**src/rtl/core/lbc_pkg.sv**
```systemverilog
// ----------------------------------------------------------------------------
// lbc_pkg: shared types and constants of the LED blink controller
// Beat formats, command and mode codes, status codes and register defaults.
// ----------------------------------------------------------------------------
package lbc_pkg;

	// default geometry
	localparam int NUM_PORTS_DEF     = 3;
	localparam int PINS_PER_PORT_DEF = 16;

	// pin slots are laid out as port*16+pin
	localparam int PORT_STRIDE = 16;
	localparam int SLOT_W      = 64;
	localparam int LEVEL_W     = 48;

	// command codes
	localparam logic [2:0] CMD_CLAIM_LED  = 3'd0;
	localparam logic [2:0] CMD_CLAIM_GPIO = 3'd1;
	localparam logic [2:0] CMD_RELEASE    = 3'd2;
	localparam logic [2:0] CMD_SET_MODE   = 3'd3;
	localparam logic [2:0] CMD_TICK       = 3'd4;

	// led modes
	localparam logic [1:0] MODE_OFF    = 2'd0;
	localparam logic [1:0] MODE_ON     = 2'd1;
	localparam logic [1:0] MODE_SINGLE = 2'd2;
	localparam logic [1:0] MODE_CONT   = 2'd3;

	// status codes
	localparam logic [1:0] STAT_OK       = 2'd0;
	localparam logic [1:0] STAT_BAD_ADDR = 2'd1;
	localparam logic [1:0] STAT_IN_USE   = 2'd2;

	// blink period register reset value
	localparam logic [15:0] PERIOD_RST = 16'd1000;

	// command beat
	typedef struct packed {
		logic [2:0] command;
		logic [1:0] port_index;
		logic [3:0] pin_index;
		logic [1:0] led_mode;
		logic       on_polarity;
	} lbc_cmd_t;

	// result beat
	typedef struct packed {
		logic [LEVEL_W-1:0] pin_levels;
		logic [1:0]         status;
		logic               timer_running;
	} lbc_res_t;

	// broadcast from control to every pin cell
	typedef struct packed {
		logic [2:0] command;
		logic [1:0] led_mode;
		logic       on_polarity;
		logic       expire;
		logic       phase;
	} lbc_bcast_t;

endpackage

```
**src/rtl/core/lbc_cell.sv**
```systemverilog
// ----------------------------------------------------------------------------
// lbc_cell: state of one pin
// Holds in-use, led flag, on level, led mode and driven level of one pin,
// and passes the "some pin blinked" flag on to its neighbor.
// ----------------------------------------------------------------------------
module lbc_cell (
	input  logic              clk,
	input  logic              arst_n,
	input  logic              sel,
	input  lbc_pkg::lbc_bcast_t bc,
	input  logic              any_in,
	output logic              any_out,
	output logic              used,
	output logic              level
);
	import lbc_pkg::*;

	logic       used_q;
	logic       is_led_q;
	logic       on_q;
	logic [1:0] mode_q;
	logic       level_q;
	logic       scan;
	logic       blink;

	// expiry scan only touches used led pins
	assign scan    = bc.expire & used_q & is_led_q;
	assign blink   = scan & ((mode_q == MODE_SINGLE) | (mode_q == MODE_CONT));
	assign any_out = any_in | blink;
	assign used    = used_q;
	assign level   = level_q;

	// pin state update; a tick that addresses this pin still takes the expiry scan
	always_ff @(posedge clk or negedge arst_n) begin
		if (!arst_n) begin
			used_q   <= 1'b0;
			is_led_q <= 1'b0;
			on_q     <= 1'b0;
			mode_q   <= MODE_OFF;
			level_q  <= 1'b0;
		end else if (scan) begin
			case (mode_q)
				MODE_SINGLE: begin
					level_q <= on_q;
					mode_q  <= MODE_OFF;
				end
				MODE_CONT: level_q <= bc.phase;
				MODE_ON:   level_q <= level_q;
				default:   level_q <= ~on_q;
			endcase
		end else if (sel) begin
			case (bc.command)
				CMD_CLAIM_LED, CMD_CLAIM_GPIO: begin
					if (!used_q) begin
						used_q   <= 1'b1;
						is_led_q <= (bc.command == CMD_CLAIM_LED);
						if (bc.command == CMD_CLAIM_LED)
							on_q <= bc.on_polarity;
					end
				end
				CMD_RELEASE: begin
					used_q <= 1'b0;
				end
				CMD_SET_MODE: begin
					mode_q <= bc.led_mode;
					if (bc.led_mode == MODE_ON)
						level_q <= on_q;
					else if (bc.led_mode == MODE_OFF)
						level_q <= ~on_q;
				end
				default: begin
				end
			endcase
		end
	end

endmodule

```
**src/rtl/core/lbc_ctrl.sv**
```systemverilog
// ----------------------------------------------------------------------------
// lbc_ctrl: period timer, blink phase and status
// Counts base ticks, raises the expiry pulse for the cell row and forms the
// status of each accepted beat.
// ----------------------------------------------------------------------------
module lbc_ctrl (
	input  logic        clk,
	input  logic        arst_n,
	input  logic        accept,
	input  logic [2:0]  command,
	input  logic [1:0]  led_mode,
	input  logic        addr_valid,
	input  logic        addr_used,
	input  logic        any_blink,
	input  logic        cfg_we,
	input  logic [15:0] cfg_wdata,
	output logic        expire,
	output logic        phase_next,
	output logic        running,
	output logic [1:0]  status
);
	import lbc_pkg::*;

	logic [15:0] period_q;
	logic [15:0] count_q;
	logic        running_q;
	logic        phase_q;
	logic [1:0]  status_q;
	logic        tick;
	logic [16:0] count_inc;
	logic        start;

	// tick and expiry; a period of zero expires on every tick
	assign tick       = accept & (command == CMD_TICK) & running_q;
	assign count_inc  = {1'b0, count_q} + 17'd1;
	assign expire     = tick & (count_inc >= {1'b0, period_q});
	assign phase_next = ~phase_q;
	assign start      = accept & addr_valid & (command == CMD_SET_MODE) & ~running_q &
		((led_mode == MODE_SINGLE) | (led_mode == MODE_CONT));

	assign running = running_q;
	assign status  = status_q;

	// period register
	always_ff @(posedge clk or negedge arst_n) begin
		if (!arst_n)
			period_q <= PERIOD_RST;
		else if (cfg_we)
			period_q <= cfg_wdata;
	end

	// timer and phase
	always_ff @(posedge clk or negedge arst_n) begin
		if (!arst_n) begin
			count_q   <= '0;
			running_q <= 1'b0;
			phase_q   <= 1'b1;
		end else if (expire) begin
			count_q   <= '0;
			running_q <= any_blink;
			phase_q   <= ~phase_q;
		end else if (tick) begin
			count_q <= count_inc[15:0];
		end else if (start) begin
			count_q   <= '0;
			running_q <= 1'b1;
		end
	end

	// status of the beat
	always_ff @(posedge clk or negedge arst_n) begin
		if (!arst_n)
			status_q <= STAT_OK;
		else if (accept) begin
			if ((command <= CMD_SET_MODE) && !addr_valid)
				status_q <= STAT_BAD_ADDR;
			else if (((command == CMD_CLAIM_LED) || (command == CMD_CLAIM_GPIO)) && addr_used)
				status_q <= STAT_IN_USE;
			else
				status_q <= STAT_OK;
		end
	end

	// count restarts after every expiry
	a_expire_clears: assert property (@(posedge clk) disable iff (!arst_n)
		expire |=> (count_q == '0))
		else $error("period count not cleared after expiry");

	// phase only moves on expiry
	a_phase_on_expire: assert property (@(posedge clk) disable iff (!arst_n)
		!$stable(phase_q) |-> $past(expire))
		else $error("blink phase changed without expiry");

	// an idle timer does not count
	a_idle_no_count: assert property (@(posedge clk) disable iff (!arst_n)
		(!running_q && !start) |=> (count_q == $past(count_q)))
		else $error("period count moved while timer idle");

	// status never takes the unused code
	a_status_code: assert property (@(posedge clk) disable iff (!arst_n)
		status_q != 2'd3)
		else $error("status holds an unused code");

endmodule

```
**src/rtl/core/multi_pin_led_blink_controller.sv**
```systemverilog
// ----------------------------------------------------------------------------
// multi_pin_led_blink_controller: command-driven LED and GPIO pin table
// Pin cells in a row, a period timer and a registered result beat.
// ----------------------------------------------------------------------------
// For each command beat the pin table, the blink timer and the status are
// updated at the accepting edge and the result beat appears in the result
// register in the next cycle. A new command is taken in every cycle in which
// the result register is empty or its beat is taken, so the sustained rate is
// one beat per clock. Every pin lives in its own cell, so a period expiry
// rewrites the levels of all used LED pins in that same clock; the only long
// path is the blink flag rippling through the cell row into the timer.
// ----------------------------------------------------------------------------
module multi_pin_led_blink_controller #(
	parameter int NUM_PORTS     = lbc_pkg::NUM_PORTS_DEF,
	parameter int PINS_PER_PORT = lbc_pkg::PINS_PER_PORT_DEF
) (
	input  logic              clk,
	input  logic              arst_n,
	input  logic              cmd_valid,
	output logic              cmd_stall,
	input  lbc_pkg::lbc_cmd_t cmd_beat,
	output logic              res_valid,
	input  logic              res_stall,
	output lbc_pkg::lbc_res_t res_beat,
	input  logic              cfg_we,
	input  logic [15:0]       cfg_wdata
);
	import lbc_pkg::*;

	localparam int NCELL = NUM_PORTS * PINS_PER_PORT;

	logic              accept;
	logic              res_valid_q;
	logic              addr_valid;
	logic              addr_used;
	logic              expire;
	logic              phase_next;
	logic              running;
	logic [1:0]        status;
	lbc_bcast_t        bc;
	logic [NCELL-1:0]  hit;
	logic [NCELL-1:0]  cell_used;
	logic [NCELL-1:0]  cell_level;
	logic [NCELL:0]    any_chain;
	logic [SLOT_W-1:0] level_slots;

	// handshake
	assign cmd_stall = res_valid_q & res_stall;
	assign accept    = cmd_valid & ~cmd_stall;
	assign res_valid = res_valid_q;

	always_ff @(posedge clk or negedge arst_n) begin
		if (!arst_n)
			res_valid_q <= 1'b0;
		else if (accept)
			res_valid_q <= 1'b1;
		else if (!res_stall)
			res_valid_q <= 1'b0;
	end

	// address decode
	assign addr_valid = (32'(cmd_beat.port_index) < NUM_PORTS) &&
		(32'(cmd_beat.pin_index) < PINS_PER_PORT);
	assign addr_used  = |(hit & cell_used);

	// broadcast to the cells
	always_comb begin
		bc.command     = cmd_beat.command;
		bc.led_mode    = cmd_beat.led_mode;
		bc.on_polarity = cmd_beat.on_polarity;
		bc.expire      = expire;
		bc.phase       = phase_next;
	end

	assign any_chain[0] = 1'b0;

	// row of pin cells
	for (genvar i = 0; i < NCELL; i++) begin : g_cell
		localparam int P = i / PINS_PER_PORT;
		localparam int Q = i % PINS_PER_PORT;

		assign hit[i] = (32'(cmd_beat.port_index) == P) && (32'(cmd_beat.pin_index) == Q);

		lbc_cell u_cell (
			.clk     (clk),
			.arst_n  (arst_n),
			.sel     (accept & addr_valid & hit[i]),
			.bc      (bc),
			.any_in  (any_chain[i]),
			.any_out (any_chain[i+1]),
			.used    (cell_used[i]),
			.level   (cell_level[i])
		);
	end

	// place cell levels at port*16+pin
	always_comb begin
		level_slots = '0;
		for (int i = 0; i < NCELL; i++)
			level_slots[(i / PINS_PER_PORT) * PORT_STRIDE + (i % PINS_PER_PORT)] = cell_level[i];
	end

	// timer, phase and status
	lbc_ctrl u_ctrl (
		.clk        (clk),
		.arst_n     (arst_n),
		.accept     (accept),
		.command    (cmd_beat.command),
		.led_mode   (cmd_beat.led_mode),
		.addr_valid (addr_valid),
		.addr_used  (addr_used),
		.any_blink  (any_chain[NCELL]),
		.cfg_we     (cfg_we),
		.cfg_wdata  (cfg_wdata),
		.expire     (expire),
		.phase_next (phase_next),
		.running    (running),
		.status     (status)
	);

	// result beat; cell state only moves on an accepted beat
	always_comb begin
		res_beat.pin_levels    = level_slots[LEVEL_W-1:0];
		res_beat.status        = status;
		res_beat.timer_running = running;
	end

endmodule
```
**config.mk**
```make
export PLATFORM = sky130hd
export DESIGN_NAME = multi_pin_led_blink_controller
export DESIGN_NICKNAME = d
export VERILOG_FILES = /design/src/rtl/core/lbc_pkg.sv /design/src/rtl/core/lbc_cell.sv /design/src/rtl/core/lbc_ctrl.sv /design/src/rtl/core/multi_pin_led_blink_controller.sv
export SDC_FILE = /design/constraint.sdc
export NUM_CORES = 1
export LEC_CHECK = 0
export BUFFER_PORTS_ARGS = -buffer_cell sky130_fd_sc_hd__buf_2
export CAP_MARGIN = 10
export CORE_MARGIN = 1.5
export CORE_UTILIZATION = 28
export DETAILED_ROUTE_END_ITERATION = 8
export PLACE_DENSITY = 0.54
export SLEW_MARGIN = 20
export SYNTH_ARGS = -nofsm -noshare
export SYNTH_HDL_FRONTEND = slang
export SYNTH_SLANG_ARGS = --single-unit
```
**constraint.sdc**
```tcl
create_clock -name clk -period 5.9 [get_ports clk]
set_input_delay 0.59 -clock clk [delete_from_list [all_inputs] [get_ports clk]]
set_output_delay 0.59 -clock clk [all_outputs]
set_load 0.005 [all_outputs]
```
Word-level counts from Yosys, hierarchy flattened. Cells that the tools add are included.

Equality and inequality tests: 266. $add $sub $neg: 1. Bitwise gates (word level): 445. Mux-type cells: 444. Order comparisons: 3. Reduce and logical (&&, ||, !) cells: 446.

Operators with widths (count): 4-bit AND reduction (96); 2-bit two-way mux (147); 3-bit AND reduction (96); 1-bit two-way mux (245); 5-bit AND reduction (48); 1-bit bitwise AND (201); 2-bit == test, second input constant (99); 2-bit nonzero test (98); 2-bit != test, second input constant (97); 1-bit NOT (147); 3-bit nonzero test (49); 1-bit one-hot mux with 3 select lines (48); 2-bit by 1-bit == test with 1-bit output, second input constant (50); 1-bit bitwise OR (96); 1-bit logical AND (50); 48-bit bitwise AND (1); 16-bit two-way mux (3); 48-bit OR reduction (1); 4-bit == test, second input constant (8); 16-bit by 1-bit adder with 17-bit output, second input constant (1); 17-bit by 16-bit greater-or-equal comparator with 1-bit output (1); 4-bit by 3-bit == test with 1-bit output, second input constant (4); 4-bit by 2-bit == test with 1-bit output, second input constant (2); 3-bit by 2-bit == test with 1-bit output, second input constant (2); 14 further kinds (15).

Output and inout port bits: 53. Logic and storage cells: 1851. Register bits: 325. Input bits: 33.

Logic depth before layout (Yosys ltp). Gate-level depths: netlist of run 1.

Word-level depth: 57. Gate-level depth with buffers: 17. Gate-level depth less buffers: 13.

By module. A second synthesis of run 1 with hierarchy kept.

Cells, all modules: 2032. Area, all modules: 19969.2 sq um.

Modules (own cells, without submodules): lbc_cell (cells an instance 34, seq. area each 150.1 sq um, area an instance 349.1 sq um, instances 48); lbc_ctrl (cells an instance 216, seq. area each 909.6 sq um, area an instance 2109.5 sq um, instances 1); multi_pin_led_blink_controller (cells an instance 184, seq. area each 25.0 sq um, area an instance 1103.6 sq um, instances 1).

Worst setup path before layout of run 1. OpenSTA, ideal clock, no wires.

Kind: register -> register. From: register u_ctrl.count_q[0]. To: register g_cell[22].u_cell.level_q. Slack: 2239 ps. Period minus slack after synthesis: 3661 ps. Path buffers: 2. Stages on the path, launching flop included: 15. Library setup time: 126 ps. Required time: 5774 ps. Data arrival time: 3535 ps. Path through: dfrtp_1 -> ha_1 -> and3_1 -> buf_2 -> and3_1 -> buf_2 -> and3_1 -> xor2_1 -> ha_1 -> nand4_1 -> or4_1 -> a21oi_2 -> a211oi_4 -> or4b_2 -> o311a_1.

Cells in the longest elaborated chain, start to end: 7. Elaborated cells between the ends (all ways): 11. Those cells by class: 1 x add/sub; 1 x order compare; 1 x eq/ne; 1 x mux; 3 x bitwise; 4 x reduce/logical.

Ends and longest elaborated chain: start: declaration (line lbc_ctrl.sv:25) `logic [15:0] count_q;`; start signal: assignment (line lbc_ctrl.sv:63) `count_q <= count_inc[15:0];`; 16-bit by 1-bit adder with 17-bit output (*) (line lbc_ctrl.sv:35) `assign count_inc = {1'b0, count_q} + 17'd1;`; 17-bit by 16-bit greater-or-equal comparator with 1-bit output (*) (line lbc_ctrl.sv:36) `assign expire = tick & (count_inc >= {1'b0, period_q});`; 1-bit bitwise AND (*) (line lbc_ctrl.sv:36); 1-bit bitwise AND (*) (2 in series) (line lbc_cell.sv:27) `assign scan = bc.expire & used_q & is_led_q;`; 2-bit != test (no source line), or another cell as far along; 4-bit AND reduction (no source line); end signal: assignment (line lbc_cell.sv:44) `level_q <= on_q;`; end signal: assignment (line lbc_cell.sv:47) `MODE_CONT: level_q <= bc.phase;`; end signal: assignment (line lbc_cell.sv:48) `MODE_ON: level_q <= level_q;`; end: declaration (line lbc_cell.sv:22) `logic level_q;`.

Mark *: on every way between the ends. The rest lies on a longest branch, timed or not. A chain may end at the register's enable or synchronous reset.

Final worst setup path of run 1.
From: register u_ctrl.count_q[0]. To: register g_cell[26].u_cell.level_q.

Cells in the longest elaborated chain, start to end: 7. Elaborated cells between the ends (all ways): 11. Those cells by class: 1 x add/sub; 1 x order compare; 1 x eq/ne; 1 x mux; 3 x bitwise; 4 x reduce/logical.

Ends and longest elaborated chain (line): 16-bit by 1-bit adder with 17-bit output (*) (lbc_ctrl.sv:35); 17-bit by 16-bit greater-or-equal comparator with 1-bit output (*) (lbc_ctrl.sv:36); 1-bit bitwise AND (*) (lbc_ctrl.sv:36); 1-bit bitwise AND (*) (2 in series) (lbc_cell.sv:27); 2-bit != test (no source line), or another cell as far along; 4-bit AND reduction (no source line); end signal: assignment (lbc_cell.sv:44); end signal: assignment (lbc_cell.sv:47); end signal: assignment (lbc_cell.sv:48); end: declaration (lbc_cell.sv:22).

Marks and branches as above.

==> results of run 1 <==
==> cell type report <==
class | instances | area, µm² | area share (%)
tap | 855 | 1070 | 5.22
inverter | 26 | 97.6 | 0.476
clock inverter | 13 | 120 | 0.586
sequential | 325 | 8140 | 39.7
multi-input combinational | 1504 | 9220 | 45.0
timing repair buffer | 120 | 723 | 3.53
clock buffer | 57 | 1120 | 5.48
==> kinds of logic (layout without fill, tap and decap cells) <==
kind of cell	after synthesis	in the layout	share of synthesized area, %
compound gates	487	487	16.2
buf+inv	184	216	5.11
xor+xnor	64	64	3.07
flops	325	325	44.6
mux	194	194	11.3
fa+ha+maj	17	17	1.17
simple gates	742	742	18.5
==> worst paths after layout <==
path,start,end,slack (ns),cells past startpoint
setup / recovery,u_ctrl.count_q[0]$_DFFE_PN0P_,g_cell[26].u_cell.level$_DFFE_PN0P_,1.45,14
setup reg to reg,u_ctrl.count_q[0]$_DFFE_PN0P_,g_cell[26].u_cell.level$_DFFE_PN0P_,1.45,14
hold / removal,arst_n,g_cell[26].u_cell.mode_q[1]$_DFFE_PN0P_,0.08,1
hold reg to reg,u_ctrl.status[0]$_DFFE_PN0P_,u_ctrl.status[0]$_DFFE_PN0P_,0.48,2
max in group asynchronous,arst_n,g_cell[45].u_cell.level$_DFFE_PN0P_,4.38,2
min in group clk,cfg_wdata[12],u_ctrl.period_q[12]$_DFFE_PN0P_,0.25,3
==> cell usage after synthesis (9+ instances only) <==
master and number:
nand2_1 345, dfrtp_1 318, o21ai_0 167, a21oi_1 124
nor3_1 109, mux2_2 98, nor2_1 93, mux2i_1 92
clkbuf_1 72, nand3_1 68, xnor2_1 53, buf_4 52
nor4_1 46, a31oi_1 41, o22ai_1 32, o31ai_1 27
inv_1 26, o41ai_1 20, buf_2 19, nand2b_1 18
ha_1 17, nand4_1 15, buf_1 12, xor2_1 11
a21o_1 9, or3_1 9
==> flip-flops by register name, summed over array words and instances (netlist names) <==
register,count
u_ctrl.count_q,16
g_cell.u_cell.mode_q,96
g_cell.u_cell.level,48
res_valid,1
u_ctrl.status,2
g_cell.u_cell.used,48
u_ctrl.period_q,16
g_cell.u_cell.on_q,48
g_cell.u_cell.is_led_q,48
u_ctrl.phase_q,1
u_ctrl.running,1
==> critical path: cells and delay by family (launching register included) <==
family                     cells  cell delay (ns)
AOI/OAI and AO/OA              4             1.22
DFF                            1             0.41
and+or+nand+nor                5             1.10
adders and majority gates      2             0.52
xor gates and xnor gates       1             0.17
buffers and inverters          1             0.56
muxes                          1             0.35
==> through the flow <==
step           utilization (%)  instance area [µm²]  setup slack, ns  power, µW
6_report                  31.8                20500             1.45       5380
5_1_grt                   31.8                20500             1.11       5570
4_1_cts                   31.8                20500             1.41       5420
3_5_place_dp              29.9                19300             1.44       3000
3_3_place_gp              29.9                19200             1.49       2980
2_1_floorplan                -                18300             2.24       2760
==> routing by layer <==
layer	vias up	GRT usage (%)	wire, µm
li1	7271	-	-
met1	8077	26.3	28500
met2	651	30.3	29000
met3	159	3.43	4750
met4	8	7.24	2470
met5	-	0	50
==> power groups by stage <==
stage               clock network, µW  logic (µW)  registers (µW)
floorplan                           0         325            2430
global placement                    0         515            2470
detailed placement                  0         525            2470
CTS                              2460         527            2430
global route                     2540         580            2450
finish                           2420         527            2440
==> results.toml, run 1 <==
[outcome]
status = "complete, no violations"

[synthesis]
synth_edf_count = 0
syn_nets = 2063
synth_ff_type = "dfrtp_1"
synth.top_cell.area_share_pct = 43.6
synthCells = 2013
synth_warnings = 0
syn_area_um2 = 18300
yosys-top-cells-area = "dfrtp_1, nand2_1, mux2_2, mux2i_1, o21ai_0"
synth_seq_area_share_pct = 44.6
syn_area_per_cell_um2 = 9.07
yosys.cell_types.count = 77
synth-seq-cells = 325
async_flop_share_pct = 100
synth_top_area_cell = "dfrtp_1"

[sta]
holdWs_ns = 0.0847
worst_pin_slew_ns = 1.16
finalSetupTns_ns = 0
fmax_ghz = 0.224
rsz0062_at_grt = "false"
slew_viol_final = 0
relSlewSlack_pct = 22.5
finalHoldViolations = 0
post-route-min-period_ns = 4.45
setup_viol = 0
post-route-period-util_pct = 75.5
finClkSkew_ns = 0.0440

[floorplan]
die_w_um = 258
io_pins = 86
die_h_um = 258
rows = 93
core_area_um2 = 64500
start_util_pct = 28.3
dieArea_um2 = 66700

[route]
drc = 0
num_vias = 16166
drtIter0Drc = 1465
post_drt_via_cell_ratio = 5.57
routedWlPerCell_um = 22.3
drt-total-wl_mm = 64.8
drtPass1Iterations = 6
antenna_left = 0

[setup_path]
startpoint_type = "register"
critPathCaptureType = "register"
path_class = "reg -> reg"
critical_path.cell_chain = "ha_1 -> and3_1 -> and3_1 -> nand2_1 -> nor2_1 -> xor2_1 -> ha_1 -> a21o_1 -> a21o_1 -> a31o_1 -> a211oi_4 -> buf_4 -> nor3_1 -> mux2_1"
critPathMaxStageDelay_ns = 0.67
worstPathArrival_ns = 4.87
cp_max_fo = 36
crit_path_top_delay_cell = "a211oi_4"
required_ns = 6.32

[power]
switching_share_pct = 28.2
p_sw_uw = 1520
pwr-share-clk_pct = 44.9
pwr-share-seq_pct = 45.3
p_int_uw = 3860
p_leak_uw = 0.00840
combPwrFrac_pct = 9.8
ir_drop_mv = 0.175
pwr_density_cell_nw_per_um2 = 262

[clock_tree]
clockBufferDepth = 3
clk_latency_ns = 0.58
post-cts-setup-buffers = 0
h-tree-depth = 2
cts_resized = 0
cts.root.buffer_cell = "clkbuf_16"
cts_tree = "done"
cts_made_buffers = 39
cts.sinks = 325
cts_hold_buf = 0
path_clk_slew_ns = 0.06

[layout]
drive_above_1_share_pct = 14.8
areaGrowthSynthToFinish_pct = 12.3
nNetsFinal = 2066
num-fill-cells = 6682
stdcell_count = 2900
final_cell_mix = "nand2_1, dfrtp_1, o21ai_0"
diodes = 0
final_common_cell = "nand2_1"

[placement]
io_buffers = 85
gp_congestion = 0.887
placed_cells = 2830
dp.final_hpwl_mm = 43.0

[grt]
antenna_found_initial = 5
grt_pass1_vias = 15904
grtUsageTotal_pct = 19.2
grt_first_pass_wirelength_mm = 98.8
overflow = 0
grt_max_degree = 163

[min_path]
hp-class = "in -> async"

[flow_run]
drv_cap = 0
No activity file was read; power rests on OpenSTA's default activity.
==> inputs of run 2 (changes only) <==
Settings changed: ABC_AREA set to 1.
Clock period 5.9 ns to 4.4 ns, I/O delays scaled along.
==> run 2 against run 1 <==
First-iteration DRC count rose by 8.5%. Non-clock buffer count up 2. Maximum frequency rose by 14%. Power up 47%. Clock power is 37% higher. Area after synthesis is 5.0% higher. Wire length decreased by 2.4%. Die area rose by 4.9%. Flip-flop and latch count unchanged. Critical path type unchanged. Critical endpoint is now u_ctrl.running$_DFFE_PN0P_. Largest power group unchanged. Highest routed layer is now met4.
==> results.toml, run 2 <==
[placement]
gp_congestion = 0.929
io_buffers = 85
dp.final_hpwl_mm = 43.1
placed_area_um2 = 20400

[layout]
largest_reg_flops = 96
post-route-util_pct = 32.2
num-fill-cells = 7160
final_cell_mix = "nand2_1, inv_1, dfrtp_1"
register_area_um2 = 8140
areaGrowthSynthToFinish_pct = 13.1
drive_above_1_share_pct = 10.4
largest-register = "g_cell.u_cell.mode_q"
final_common_cell = "nand2_1"
diodes = 0
multi_input_area_um2 = 9140
nNetsFinal = 2678
finalInstanceArea_um2 = 21700

[floorplan]
die_h_um = 265
core_area_um2 = 67400
rows = 95
io_pins = 86
dieArea_um2 = 70000
start_util_pct = 28.4
die_w_um = 265

[synthesis]
synthCells = 2588
synth-seq-cells = 325
synth.top_cell.area_share_pct = 41.5
syn_nets = 2638
async_flop_share_pct = 100
syn_area_um2 = 19200
synth_commonest_cells = "nand2_1, inv_1, dfrtp_1"
synth.area.mux_share_pct = 1.97
yosys-top-cells-area = "dfrtp_1, nand2_1, o21ai_0, inv_1, nor2_1"
synth-simple-area-share_pct = 24.6
synth_edf_count = 0
synth_compound_area_share_pct = 17.0
synth_ff_type = "dfrtp_1"
synthAdderAreaFrac_pct = 1.11
synth_warnings = 0
synth_seq_area_share_pct = 42.5
syn_area_per_cell_um2 = 7.40
yosys.cell_types.count = 54
yosysMostFrequentCell = "nand2_1"
synth_top_area_cell = "dfrtp_1"
synthXorXnorAreaFrac_pct = 2.74
synth_top_family_by_area = "simple AND/OR/NAND/NOR gates"

[power]
pwr_density_cell_nw_per_um2 = 366
p_leak_uw = 0.0107
ir_drop_mv = 0.405

[grt]
antenna_found_initial = 0
grt_max_degree = 107
grt_first_pass_wirelength_mm = 98.7
grt_pass1_vias = 16577
grtUsageTotal_pct = 18.1
overflow = 0

[clock_tree]
post-cts-setup-buffers = 0
cts.sinks = 325
h-tree-depth = 2
cts_tree = "done"
cts_made_buffers = 41
cts.root.buffer_cell = "clkbuf_16"
clockBufferDepth = 3
clk_latency_ns = 0.56
path_clk_slew_ns = 0.06

[route]
routedWlPerCell_um = 17.9
drtIter0Drc = 1589
post_drt_via_cell_ratio = 4.96
num_vias = 17489
drtPass1Iterations = 6
antenna_left = 0
drc = 0
drt-total-wl_mm = 63.2

[sta]
relSlewSlack_pct = 37.3
fmax_ghz = 0.255
finClkSkew_ns = 0.0123
finalSetupTns_ns = 0
worst_pin_slew_ns = 0.939
post-route-period-util_pct = 89.0
post-route-min-period_ns = 3.91
slew_viol_final = 0
rsz0062_at_grt = "false"
setup_viol = 0
finalHoldViolations = 0

[setup_path]
worstPathArrival_ns = 4.37
startpoint_type = "register"
required_ns = 4.85
critPathCaptureType = "register"
cp_max_fo = 39
path_class = "reg -> reg"

[outcome]
status = "complete, no violations"

[min_path]
hp-class = "in -> reg"

[flow_run]
drv_cap = 0
## run 2: stage by stage
step	setup WS, ns	hold slack, ns	std cells	total power (µW)
finish	0.486	0.0866	3526	7930
global route	0.00758	0.0836	3526	8330
CTS	0.237	0.0611	3526	8010
detailed placement	0.277	0.370	3457	4640
global placement	0.214	0.366	3457	4640
floorplan	1.14	0.144	2588	4140
## run 2: worst max-delay path, cell delays in order, from the launching register on
cell and delay (ns):
dfrtp_1 0.41, nand3_1 0.14, nor2_1 0.20, nand3_1 0.14, nor4_2 0.24, nand2_1 0.12, nor2_1 0.13, xor2_1 0.20
inv_1 0.06, ha_1 0.29, nand2_1 0.08, nor2_1 0.04, nand2_1 0.05, nand3_1 0.06, nor2_1 0.18, nand2_2 0.12
buf_6 0.27, nand4_1 0.19, nand2_1 0.08, nor2_1 0.23, nand2_1 0.10, nor2_2 0.22, nand2_1 0.07, nor2_1 0.10
nor2_1 0.05
## run 2: layer usage
metal	global-route usage, %	vias to the layer above	share of wire (%)
met4	4.86	0	2.4
met1	25.1	8275	46
met5	0	-	0
li1	-	8612	-
met3	2.84	96	6.2
met2	29.1	506	45
## run 2: path summary, 6_finish.rpt
check | from | endpoint | slack (ns) | cells after the start
worst max-delay path | u_ctrl.count_q[2]$_DFFE_PN0P_ | u_ctrl.running$_DFFE_PN0P_ | 0.49 | 24
worst min-delay path | cfg_wdata[14] | u_ctrl.period_q[14]$_DFFE_PN0P_ | 0.09 | 3
worst max register to register | u_ctrl.count_q[2]$_DFFE_PN0P_ | u_ctrl.running$_DFFE_PN0P_ | 0.49 | 24
worst min register to register | g_cell[43].u_cell.is_led_q$_DFFE_PN0P_ | g_cell[43].u_cell.is_led_q$_DFFE_PN0P_ | 0.47 | 2
max in group asynchronous | arst_n | g_cell[34].u_cell.on_q$_DFFE_PN0P_ | 3.07 | 3
min in group asynchronous | arst_n | u_ctrl.count_q[8]$_DFFE_PN0P_ | 0.37 | 2
## run 2: cell type report
class	instances	area share, %
inverter	330	5.72
sequential	325	37.6
timing repair buffer	122	3.61
clock inverter	12	0.635
tap	873	5.04
clock buffer	56	5.27
multi-input combinational	1808	42.2
## run 2: repair_timing
| item | CTS | global route |
|---|---|---|
| endpoints found under the hold margin | 40 | 0 |
| gates resized for setup | 0 | 4 |
| hold buffers | 1 | 0 |
| setup endpoints to repair | 0 | 10 |
## run 2: kinds of logic after synthesis
family,Yosys count
buffers and inverters,455
flip-flops,325
AND/OR/NAND/NOR,1122
adder cells (fa/ha/maj),17
AO/OA/AOI/OAI,575
multiplexers,34
XOR/XNOR,60
## run 2: power breakdown
part	switching [µW]	internal (µW)	leakage [µW]
Combinational	896	361	0.00582
Sequential	179	3180	0.00424
Clock	1340	1980	0.000633
Total	2420	5510	0.0107
